File: src/rtl/core/ffba_pkg.sv
// Shared types and constants for the first-fit block allocator.
// Used by ffba_cell and first_fit_block_allocator_core; no dependencies.
package ffba_pkg;

    localparam int HEAP_BYTES_DEF   = 1048576;
    localparam int MAX_BLOCKS_DEF   = 64;
    localparam int HEADER_BYTES_DEF = 24;

    localparam int ADDR_W   = 48;
    localparam int SIZE_W   = 21;
    localparam int STATUS_W = 3;

    localparam logic [ADDR_W-1:0] BASE_RESET = 48'h0000_0040_0000;

    typedef enum logic [STATUS_W-1:0] {
        ST_GRANTED = 3'd0,
        ST_NO_FIT  = 3'd1,
        ST_FREED   = 3'd2,
        ST_NULL    = 3'd3,
        ST_UNKNOWN = 3'd4
    } t_status;

    typedef enum logic [1:0] {
        OP_NONE,
        OP_ALLOC,
        OP_SETFREE,
        OP_MERGE
    } t_cell_op;

    typedef struct packed {
        t_cell_op op;
        logic     split;
    } t_cmd;

    typedef enum logic [2:0] {
        S_IDLE,
        S_FIND,
        S_ACT,
        S_MERGE_R,
        S_MERGE_L,
        S_DONE
    } t_state;

endpackage

File: src/rtl/core/ffba_cell.sv
// One entry of the block table: start, size, free and valid flags.
// Shifts toward neighbors on insert and merge; depends on ffba_pkg.
module ffba_cell #(
    parameter int AW          = 20,
    parameter int IW          = 6,
    parameter int IDX         = 0,
    parameter int HEAP_BYTES  = ffba_pkg::HEAP_BYTES_DEF,
    parameter int HEADER_BYTES = ffba_pkg::HEADER_BYTES_DEF
) (
    input  logic                  i_clk,
    input  logic                  i_rst_n,
    input  ffba_pkg::t_cmd        i_cmd,
    input  logic [IW-1:0]         i_idx,
    input  logic [AW+1:0]         i_sz,
    input  logic [AW-1:0]         i_tgt,
    input  logic                  i_tgt_ok,
    input  logic [AW-1:0]         i_l_start,
    input  logic [AW-1:0]         i_l_bytes,
    input  logic                  i_l_free,
    input  logic                  i_l_valid,
    input  logic [AW-1:0]         i_r_start,
    input  logic [AW-1:0]         i_r_bytes,
    input  logic                  i_r_free,
    input  logic                  i_r_valid,
    output logic [AW-1:0]         o_start,
    output logic [AW-1:0]         o_bytes,
    output logic                  o_free,
    output logic                  o_valid,
    output logic                  o_fit,
    output logic                  o_split,
    output logic                  o_hit
);

    localparam logic [IW:0]   MY_IDX   = (IW+1)'(IDX);
    localparam logic [AW+2:0] HDR      = (AW+3)'(HEADER_BYTES);
    localparam logic [AW-1:0] BYTES_R  = AW'(HEAP_BYTES - HEADER_BYTES);

    logic [AW-1:0] r_start, n_start;
    logic [AW-1:0] r_bytes, n_bytes;
    logic          r_free, n_free;
    logic          r_valid, n_valid;

    logic          sel, nxt, after;
    logic [AW+2:0] sum_new, sum_rem, sum_mrg;

    always_comb begin
        sel   = ({1'b0, i_idx} == MY_IDX);
        nxt   = ({1'b0, i_idx} + 1'b1 == MY_IDX);
        after = ({1'b0, i_idx} < MY_IDX);
        sum_new = (AW+3)'(i_l_start) + HDR + (AW+3)'(i_sz);
        sum_rem = (AW+3)'(i_l_bytes) - (AW+3)'(i_sz) - HDR;
        sum_mrg = (AW+3)'(r_bytes) + HDR + (AW+3)'(i_r_bytes);

        o_fit   = r_valid & r_free & ((AW+2)'(r_bytes) >= i_sz);
        o_split = (AW+3)'(r_bytes) > ((AW+3)'(i_sz) + HDR + (AW+3)'(8));
        o_hit   = r_valid & i_tgt_ok & (r_start == i_tgt);

        n_start = r_start;
        n_bytes = r_bytes;
        n_free  = r_free;
        n_valid = r_valid;
        case (i_cmd.op)
            ffba_pkg::OP_ALLOC: begin
                if (sel) begin
                    if (i_cmd.split) begin
                        n_bytes = i_sz[AW-1:0];
                    end
                    n_free  = 1'b0;
                end else if (i_cmd.split && nxt) begin
                    n_start = sum_new[AW-1:0];
                    n_bytes = sum_rem[AW-1:0];
                    n_free  = 1'b1;
                    n_valid = 1'b1;
                end else if (i_cmd.split && after) begin
                    n_start = i_l_start;
                    n_bytes = i_l_bytes;
                    n_free  = i_l_free;
                    n_valid = i_l_valid;
                end
            end
            ffba_pkg::OP_SETFREE: begin
                if (sel) begin
                    n_free = 1'b1;
                end
            end
            ffba_pkg::OP_MERGE: begin
                if (sel) begin
                    n_bytes = sum_mrg[AW-1:0];
                end else if (after) begin
                    n_start = i_r_start;
                    n_bytes = i_r_bytes;
                    n_free  = i_r_free;
                    n_valid = i_r_valid;
                end
            end
            default: begin
            end
        endcase
    end

    always_ff @(posedge i_clk) begin
        if (!i_rst_n) begin
            r_start <= '0;
            r_bytes <= (IDX == 0) ? BYTES_R : '0;
            r_free  <= (IDX == 0);
            r_valid <= (IDX == 0);
        end else begin
            r_start <= n_start;
            r_bytes <= n_bytes;
            r_free  <= n_free;
            r_valid <= n_valid;
        end
    end

    assign o_start = r_start;
    assign o_bytes = r_bytes;
    assign o_free  = r_free;
    assign o_valid = r_valid;

endmodule

File: config.mk
export PLATFORM = sky130hd
export DESIGN_NAME = ffba_cell
export DESIGN_NICKNAME = d
export VERILOG_FILES = /design/src/rtl/core/ffba_pkg.sv /design/src/rtl/core/ffba_cell.sv
export SDC_FILE = /design/constraint.sdc
export NUM_CORES = 1
export LEC_CHECK = 0
export BUFFER_PORTS_ARGS = -buffer_cell sky130_fd_sc_hd__buf_2
export CAP_MARGIN = 30
export CORE_AREA = 2 2 105 87
export DETAILED_ROUTE_END_ITERATION = 12
export DIE_AREA = 0 0 107 89
export HOLD_SLACK_MARGIN = 0.15
export PLACE_DENSITY = 0.88
export SLEW_MARGIN = 30
export SYNTH_ARGS = -nofsm -noshare
export SYNTH_HDL_FRONTEND = slang
export SYNTH_SLANG_ARGS = --single-unit
export TNS_END_PERCENT = 5
File: constraint.sdc
create_clock -name i_clk -period 4.2 [get_ports i_clk]
set_input_delay 0.63 -clock i_clk [delete_from_list [all_inputs] [get_ports i_clk]]
set_output_delay 0.63 -clock i_clk [all_outputs]
set_load 0.02 [all_outputs]
# Word level (Yosys, flattened, before mapping)
# Index checks and enable logic that the tools add are counted.
# classes
add_sub_neg	9
n_lt_le_gt_ge	2
eq_ne	8
mux	9
n_bitwise	3
n_reduce_logical	8
# ops
operator	n
$mux 20	4
$add 20x20->20	2
$add 20x5->20 const B	2
$pmux 20 s2	1
$add 22x5->23 const B	1
$add 23x4->23 const B	1
$gt 20x23->1	1
$ge 20x22->1	1
$eq 20x20->1	1
$sub 20x20->20	1
$sub 20x5->20 const B	1
$add 6x1->7 const B	1
$logic_not 7->1	1
$logic_not 6->1	1
$ne 3x3->1 const B	2
$reduce_and 3->1	2
$eq 2x2->1 const B	2
$ne 2x2->1 const B	2
$reduce_and 4->1	1
$reduce_bool 2->1	2
$mux 1	3
$and 1x1->1	2
$eq 2x1->1 const B	1
$pmux 1 s2	1
2 further kinds	2
# word_totals
regBits	41

# Depth between registers and ports, before layout
# Gate-level depths: netlist (run 1).
# depth
ltp_word	6
ltp_mapped	14
depth_no_buf	13

# Worst setup path before layout (run 1)
# Ideal clock, no wire load.
# synth_path
kind	input -> output
startpoint	in i_sz[7]
endpoint	out o_split
arrival_ns	2.852
required_ns	3.570
path_slack_ns	0.718
cell_stages	13
path_buffers	1
path_cell_list	clkbuf_2 and4_1 and3_1 nand2_1 nor4_2 nand3_1 xnor2_1 ha_1 nand3_1 nor2_1 o2111ai_1 nand4_1 and3_1
# synth_via
elab_chain_cells	3
# synth_lines
item	line_no	text
from (decl)	ffba_cell.sv:14	input logic [AW+1:0] i_sz,
$add 22x5->23	ffba_cell.sv:55	o_split = (AW+3)'(r_bytes) > ((AW+3)'(i_sz) + HDR + (AW+3)'(8));
$add 23x4->23	ffba_cell.sv:55	
$gt 20x23->1	ffba_cell.sv:55	
to (decl)	ffba_cell.sv:30	output logic o_split,
# No other way between the ends.

# Worst setup path after layout (run 1)
# Ends and elaborated chain as after synthesis.

==> results of run 1 <==
registers in the layout, summed over array words and instances, names as in the netlist:
| signal | cells |
|---|---|
| o_free | 1 |
| o_bytes | 20 |
| o_start | 20 |
per-layer routing:
layer	part of all wire	global-route usage	vias up
met5	0	0	-
met4	0.022	0.0697	0
met3	0.065	0.0292	34
met2	0.47	0.398	188
met1	0.44	0.298	1857
li1	-	-	1992
kinds of logic after synthesis:
kind of cell / after synthesis / share of synthesized area
AOI/OAI and AO/OA: 123 / 0.206
xor gates and xnor gates: 47 / 0.103
adders and majority gates: 74 / 0.234
buffers and inverters: 46 / 0.0451
and+or+nand+nor: 154 / 0.199
muxes: 3 / 0.00752
DFF: 41 / 0.206
other: 1 / 0.000939
critical path: stages:
cell and delay [ps]:
buf_2 160, and4_1 260, and3_1 260, nand2_1 110, nor2_1 160, nand3_1 110, xnor2_1 240, ha_1 280
and3_1 180, nand3_1 120, nor2_1 100, a211oi_1 250, nand4_1 110, and3_1 190, buf_2 150
power by group through the flow:
stage / logic, mW / registers (mW) / clock network [mW]
finish: 0.318 / 0.391 / 0.326
global route: 0.351 / 0.391 / 0.346
CTS: 0.314 / 0.391 / 0.329
detailed placement: 0.311 / 0.400 / 0
global placement: 0.297 / 0.400 / 0
floorplan: 0.214 / 0.401 / 0
final cells by class:
| type | instances | area, µm² | area share |
|---|---|---|---|
| repair buffers | 120 | 608 | 0.127 |
| flip-flops and latches | 41 | 821 | 0.171 |
| inverters | 32 | 120 | 0.0250 |
| multi-input cells | 402 | 2990 | 0.624 |
| clock inverters | 1 | 30.0 | 0.00626 |
| well taps | 112 | 140 | 0.0292 |
| clock buffers | 7 | 86.3 | 0.0180 |
worst max path at each step:
stage,slack [ps],startpoint,endpoint
after floorplan,720,i_sz[7],o_split
after global placement,390,i_sz[7],o_split
after detailed placement,320,i_sz[7],o_split
after CTS,320,i_sz[7],o_split
after global routing,40,i_sz[7],o_split
final,220,i_sz[7],o_split
placed cells by master, fill, tap and decap left out, drive strengths merged, types with 3 or more instances in the layout:
cell    instances
nor3            6
a21o           16
mux2i           3
o21ai          22
nand2          36
nand3          22
a31oi           7
a21oi          35
nor4            8
inv            32
nand4          12
nand2b          3
o211ai         15
xnor2          37
a41oi           3
ha             73
o21a            5
nor2b           9
nor2           23
and3            7
a211oi          6
clkbuf          7
dfxtp          41
buf           120
and2           23
xor2           10
per-stage QoR:
step / instance area [µm²] / hold WS [ps] / utilization
global route: 4800 / 512 / 0.573
global placement: 4680 / 486 / 0.559
finish: 4800 / 502 / 0.573
floorplan: 3990 / 576 / -
detailed placement: 4680 / 493 / 0.559
CTS: 4800 / 506 / 0.573
==> metrics.md, run 1 <==
| Metric | Value |
|---|---|
| Outcome | `complete, no violations` |
| Crit path launch type | `input port` |
| CP arrival | `3350 ps` |
| Fillers | `742` |
| Global-route usage over all layers | `0.228` |
| Relative slew slack | `0.455` |
| Achievable clock frequency | `251 MHz` |
| Hold path depth | `1` |
| Syn avg cell area | `8.17 µm²` |
| Port bufs | `117` |
| Share of the synthesized area in the top cell type | `0.229` |
| Vias in the first global route | `3,837` |
| P&R area growth vs syn | `20.1%` |
| Cell Pwr Density | `216 nW/µm²` |
| Sw frac | `0.303` |
| Placed cell count | `707` |
| Int Pwr | `0.722 mW` |
| DP Worst Slack | `321 ps` |
| Vias per cell | `5.69` |
| Largest net degree at the start of global routing | `45` |
| Worst Min Path Start | `o_start[16]` |
| Tcrit/Tclk final | `0.947` |
| Worst min path class | `flop to flop` |
| Post-Synthesis Cells | `489` |
| Root buffer cell | `clkbuf_8` |
| Crit path kind | `input port to output port` |
| Layout cell share with drive strength beyond 1 | `0.224` |
| Fin. max-slew vios | `0` |
| FF-to-FF path depth | `10` |
| CP required | `3570 ps` |
| Logic pwr share | `0.308` |
| Setup Fix Bufs, Post-CTS | `0` |
| RSZ-0062 raised after global routing | `no` |
| Max IR drop VDD | `119 µV` |
| Antenna cell count | `0` |
| Syn nets | `701` |
| Predominant post-synthesis flop cell | `dfxtp_1` |
| Top cells by area, synth | `ha_1, dfxtp_1, xnor2_1, a21oi_1, and2_1` |
| Post-synth EDFFs | `0` |
| Cell Rows | `30` |
| Die span in x | `107 µm` |
| Final WS setup | `224 ps` |
| Post-DP HPWL | `9.24 mm` |
| Worst R2R Setup Slack | `1200 ps` |
| Clk pwr share | `0.315` |
| Slew of the pin with the lowest slew margin | `815 ps` |
| CTS H-Tree Depth | `2` |
| CTS buffer count | `5` |
| Total DRC errors in the routed layout | `0` |
| First-pass GRT wire length | `17.5 mm` |
| CTS max path bufs | `2` |
| Post-CTS resize count | `0` |
| Via count | `4,071` |
| Tot Pwr | `1.03 mW` |
| Hold Vio Cnt, Final | `0` |
| Fin crit period | `3980 ps` |
| Leakage Power | `2.31 nW` |
| Pre-Repair DR Iteration Count | `5` |
| Worst Hold Path EP | `o_start[16]` |
| Worst Path Max Fanout | `7` |
| Final GP Congestion | `0.940` |
| R2R Path End | `o_bytes[15]` |
| Sequential area share after synthesis | `0.206` |
| Worst Setup End Kind | `output port` |
| Cts hold-fix bufs | `0` |
| TritonCTS clock tree | `yes` |
| Final WL | `11.2 mm` |
| Layout Nets | `814` |
| Seq pwr share | `0.378` |
| Total gr overflow | `0` |
| Yosys top cell by area | `ha_1` |
| Clock latency on the worst-skew pair | `290 ps` |
| Most common cell in the netlist | `ha_1` |
| Initial antenna violation count | `0` |
| DRT antenna net count | `0` |
| Post-synth top cells | `ha_1, dfxtp_1, xnor2_1` |
| Distinct cells, synth | `53` |
| 1st-iter DRT viols | `268` |
| Synth Register Bits | `41` |
| Cell Area, Synth | `3990 µm²` |
| Initial Util | `0.477` |
| Total core area | `8370 µm²` |
| P_sw | `0.313 mW` |
| R2R Path Start | `o_bytes[1]` |
| Wire per inst | `15.7 µm` |
| Setup tns final | `0 ps` |
| Sinks on Clock Net | `41` |
| Max-cap viol count | `0` |
| Clock edge transition at the registers on the reported setup and hold paths | `70 ps` |
| Ys Warns | `0` |
| Die Ht | `89 µm` |
| Async set-reset flop share out of synthesis | `0` |
| Final std cells w/o fill | `715` |
| Die Area | `9520 µm²` |
| Final setup violation count | `0` |
| Final setup skew | `5.32 ps` |
| I/O Pins | `183` |
Power figures use the tool's default switching activity.
==> run 2, diff against run 1 <==
Settings changed: CELL_PAD_IN_SITES_DETAIL_PLACEMENT from default to 0, CELL_PAD_IN_SITES_GLOBAL_PLACEMENT from default to 2, CORE_AREA 2 2 105 87 to 2 2 142 116, DIE_AREA 0 0 107 89 to 0 0 144 118.
==> run 2 against run 1 <==
Critical path depth shrank 1; core utilization shrank 25 points; sequential power is essentially flat; first-iteration DRC count shrank 37%; wire length grew 7.4%; cell count grew 15%; power grew 9.8%; clock power grew 32%; via count shrank 4.8%; global-route usage shrank 8.6 points; non-clock buffer count grew 2; critical endpoint unchanged.
==> metrics.md, run 2 (synthesized netlist as in run 1, its figures left out) <==
| Metric | Value |
|---|---|
| Total gr overflow | `0 (unchanged)` |
| Seq pwr share | `0.345 (was 0.378)` |
| Layout Nets | `816 (was 814)` |
| Initial Util | `0.257 (was 0.477)` |
| I/O Pins | `183 (unchanged)` |
| Max IR drop VDD | `127 µV (was 119 µV)` |
| First-pass GRT wire length | `19.4 mm (was 17.5 mm)` |
| CTS H-Tree Depth | `2 (unchanged)` |
| Reg area | `821 µm² (unchanged)` |
| Initial antenna violation count | `2 (was 0)` |
| Die span in x | `144 µm (was 107 µm)` |
| FF-to-FF path depth | `10 (unchanged)` |
| RSZ-0062 raised after global routing | `no (unchanged)` |
| Total core area | `15,500 µm² (was 8370 µm²)` |
| Worst R2R Setup Slack | `1270 ps (was 1200 ps)` |
| Max-cap viol count | `0 (unchanged)` |
| Worst Hold Path EP | `o_start[12] (was o_start[16])` |
| Final setup skew | `4.41 ps (was 5.32 ps)` |
| Setup Fix Bufs, Post-CTS | `0 (unchanged)` |
| Final setup violation count | `0 (unchanged)` |
| Hold path depth | `1 (unchanged)` |
| Die Area | `17,000 µm² (was 9520 µm²)` |
| Sinks on Clock Net | `41 (unchanged)` |
| Final WL | `12.0 mm (was 11.2 mm)` |
| R2R Path End | `o_bytes[19] (was o_bytes[15])` |
| Commonest non-fill, non-tap cell in the layout | `buf_2 (unchanged)` |
| CP required | `3570 ps (about the same)` |
| Int Pwr | `0.805 mW (was 0.722 mW)` |
| Vias in the first global route | `3,873 (was 3,837)` |
| Crit path kind | `input port to output port (unchanged)` |
| Relative slew slack | `0.424 (was 0.455)` |
| Fillers | `1,673 (was 742)` |
| Die Ht | `118 µm (was 89 µm)` |
| Post-DP HPWL | `9.98 mm (was 9.24 mm)` |
| Commonest non-fill, non-tap cells in the layout | `buf_2, ha_1, dfxtp_1 (unchanged)` |
| CTS buffer count | `5 (unchanged)` |
| Logic pwr share | `0.278 (was 0.308)` |
| Worst Path Max Fanout | `7 (unchanged)` |
| P_sw | `0.332 mW (was 0.313 mW)` |
| Slew of the pin with the lowest slew margin | `861 ps (was 815 ps)` |
| DP Worst Slack | `248 ps (was 321 ps)` |
| Pre-Repair DR Iteration Count | `5 (unchanged)` |
| Cell Rows | `41 (was 30)` |
| Crit path launch type | `input port (unchanged)` |
| Leakage Power | `2.35 nW (was 2.31 nW)` |
| Total DRC errors in the routed layout | `0 (unchanged)` |
| Worst Setup End Kind | `output port (unchanged)` |
| Outcome | `complete, no violations (unchanged)` |
| Fin crit period | `3940 ps (was 3980 ps)` |
| Fin. max-slew vios | `0 (unchanged)` |
| TritonCTS clock tree | `yes (unchanged)` |
| Port bufs | `117 (unchanged)` |
| Clock latency on the worst-skew pair | `280 ps (was 290 ps)` |
| Worst min path class | `flop to flop (unchanged)` |
| Clk pwr share | `0.377 (was 0.315)` |
| 1st-iter DRT viols | `168 (was 268)` |
| Root buffer cell | `clkbuf_16 (was clkbuf_8)` |
| Wire per inst | `14.7 µm (was 15.7 µm)` |
| CP arrival | `3310 ps (was 3350 ps)` |
| Area occupied by multi-input gates | `3000 µm² (was 2990 µm²)` |
| Top Metal Used | `met5 (was met4)` |
| P&R area growth vs syn | `25.0% (was 20.1%)` |
| Global-route usage over all layers | `0.142 (was 0.228)` |
| Clock edge transition at the registers on the reported setup and hold paths | `60 ps (was 70 ps)` |
| Vias per cell | `4.73 (was 5.69)` |
| Sw frac | `0.292 (was 0.303)` |
| Cell Pwr Density | `228 nW/µm² (was 216 nW/µm²)` |
| CTS max path bufs | `2 (unchanged)` |
| Achievable clock frequency | `254 MHz (was 251 MHz)` |
| Layout cell share with drive strength beyond 1 | `0.228 (was 0.224)` |
| R2R Path Start | `o_bytes[1] (unchanged)` |
| Largest net degree at the start of global routing | `45 (unchanged)` |
| Final GP Congestion | `0.770 (was 0.940)` |
| Tcrit/Tclk final | `0.939 (was 0.947)` |
| Met2 WL | `5.39 mm (was 5.32 mm)` |
| Setup tns final | `0 ps (unchanged)` |
| Hold Vio Cnt, Final | `0 (unchanged)` |
| Via count | `3,875 (was 4,071)` |
| Worst Min Path Start | `o_start[12] (was o_start[16])` |
| M1 WL | `5.98 mm (was 4.91 mm)` |
| DRT antenna net count | `0 (unchanged)` |
| WL met3 | `565 µm (was 730 µm)` |
| Final WS setup | `257 ps (was 224 ps)` |
| Hold WS | `500 ps (was 502 ps)` |
## run 2: cell types whose count changed in the layout (fill, tap and decap cells not counted), sizes merged
| cell | previous run | this run |
|---|---|---|
| buf | 120 | 122 |
| clkbuf | 7 | 5 |
| clkinv | 0 | 1 |
| diode | 0 | 1 |
## run 2: per-layer routing
layer	global-route usage	vias to the layer above
met5	0	-
met4	0.0257	2
met1	0.199	1789
met2	0.228	76
met3	0.0269	10
li1	-	1998
## run 2: final cells by class
cell class | instances | share of cell area
Clock inverter | 2 | 0.00702
Tap cell | 215 | 0.0539
Inverter | 32 | 0.0241
Antenna cell | 1 | 0.000501
Timing Repair Buffer | 122 | 0.125
Multi-Input combinational cell | 402 | 0.600
Sequential cell | 41 | 0.164
Clock buffer | 5 | 0.0251
## run 2: through the flow
stage | power [mW] | util | instances | instance area [µm²]
6_report | 1.14 | 0.321 | 820 | 4990
5_1_grt | 1.22 | 0.321 | 819 | 4990
4_1_cts | 1.15 | 0.321 | 819 | 4990
3_5_place_dp | 0.715 | 0.310 | 812 | 4830
3_3_place_gp | 0.710 | 0.310 | 812 | 4830
2_1_floorplan | 0.615 | - | 489 | 3990
## run 2: power by group through the flow
stage	Sequential [mW]	Combinational, mW	Clock (mW)
6_report	0.392	0.316	0.429
5_1_grt	0.392	0.359	0.464
4_1_cts	0.392	0.316	0.442
3_5_place_dp	0.400	0.314	0
3_3_place_gp	0.400	0.310	0
2_1_floorplan	0.401	0.214	0
## run 2: what timing repair did
| item | 4_1_cts | 5_1_grt |
|---|---|---|
| resized for setup | 0 | 1 |
| endpoints found under the hold margin | 0 | 0 |
| hold buffers | 0 | 0 |
| endpoints found under the setup margin | 0 | 1 |
## run 2: worst max-delay path by stage
| stage | from | end | slack (ps) | cells past startpoint |
|---|---|---|---|---|
| after floorplan | i_sz[7] | o_split | 720 | 13 |
| after global placement | i_sz[7] | o_split | 310 | 14 |
| after detailed placement | i_sz[7] | o_split | 250 | 14 |
| after CTS | i_sz[7] | o_split | 240 | 14 |
| after global routing | i_sz[7] | o_split | 50 | 14 |
| final | i_sz[7] | o_split | 260 | 14 |
## run 2: worst max-delay path, cell delays in order
cell and delay (ps):
buf_2 160, and4_1 250, and3_1 250, nand2_1 120, nor4_2 330, nand3_1 140
xnor2_1 170, ha_1 300, nand3_1 120, nor2_2 200, o2111ai_1 160, nand4_1 110
and3_1 190, buf_2 180
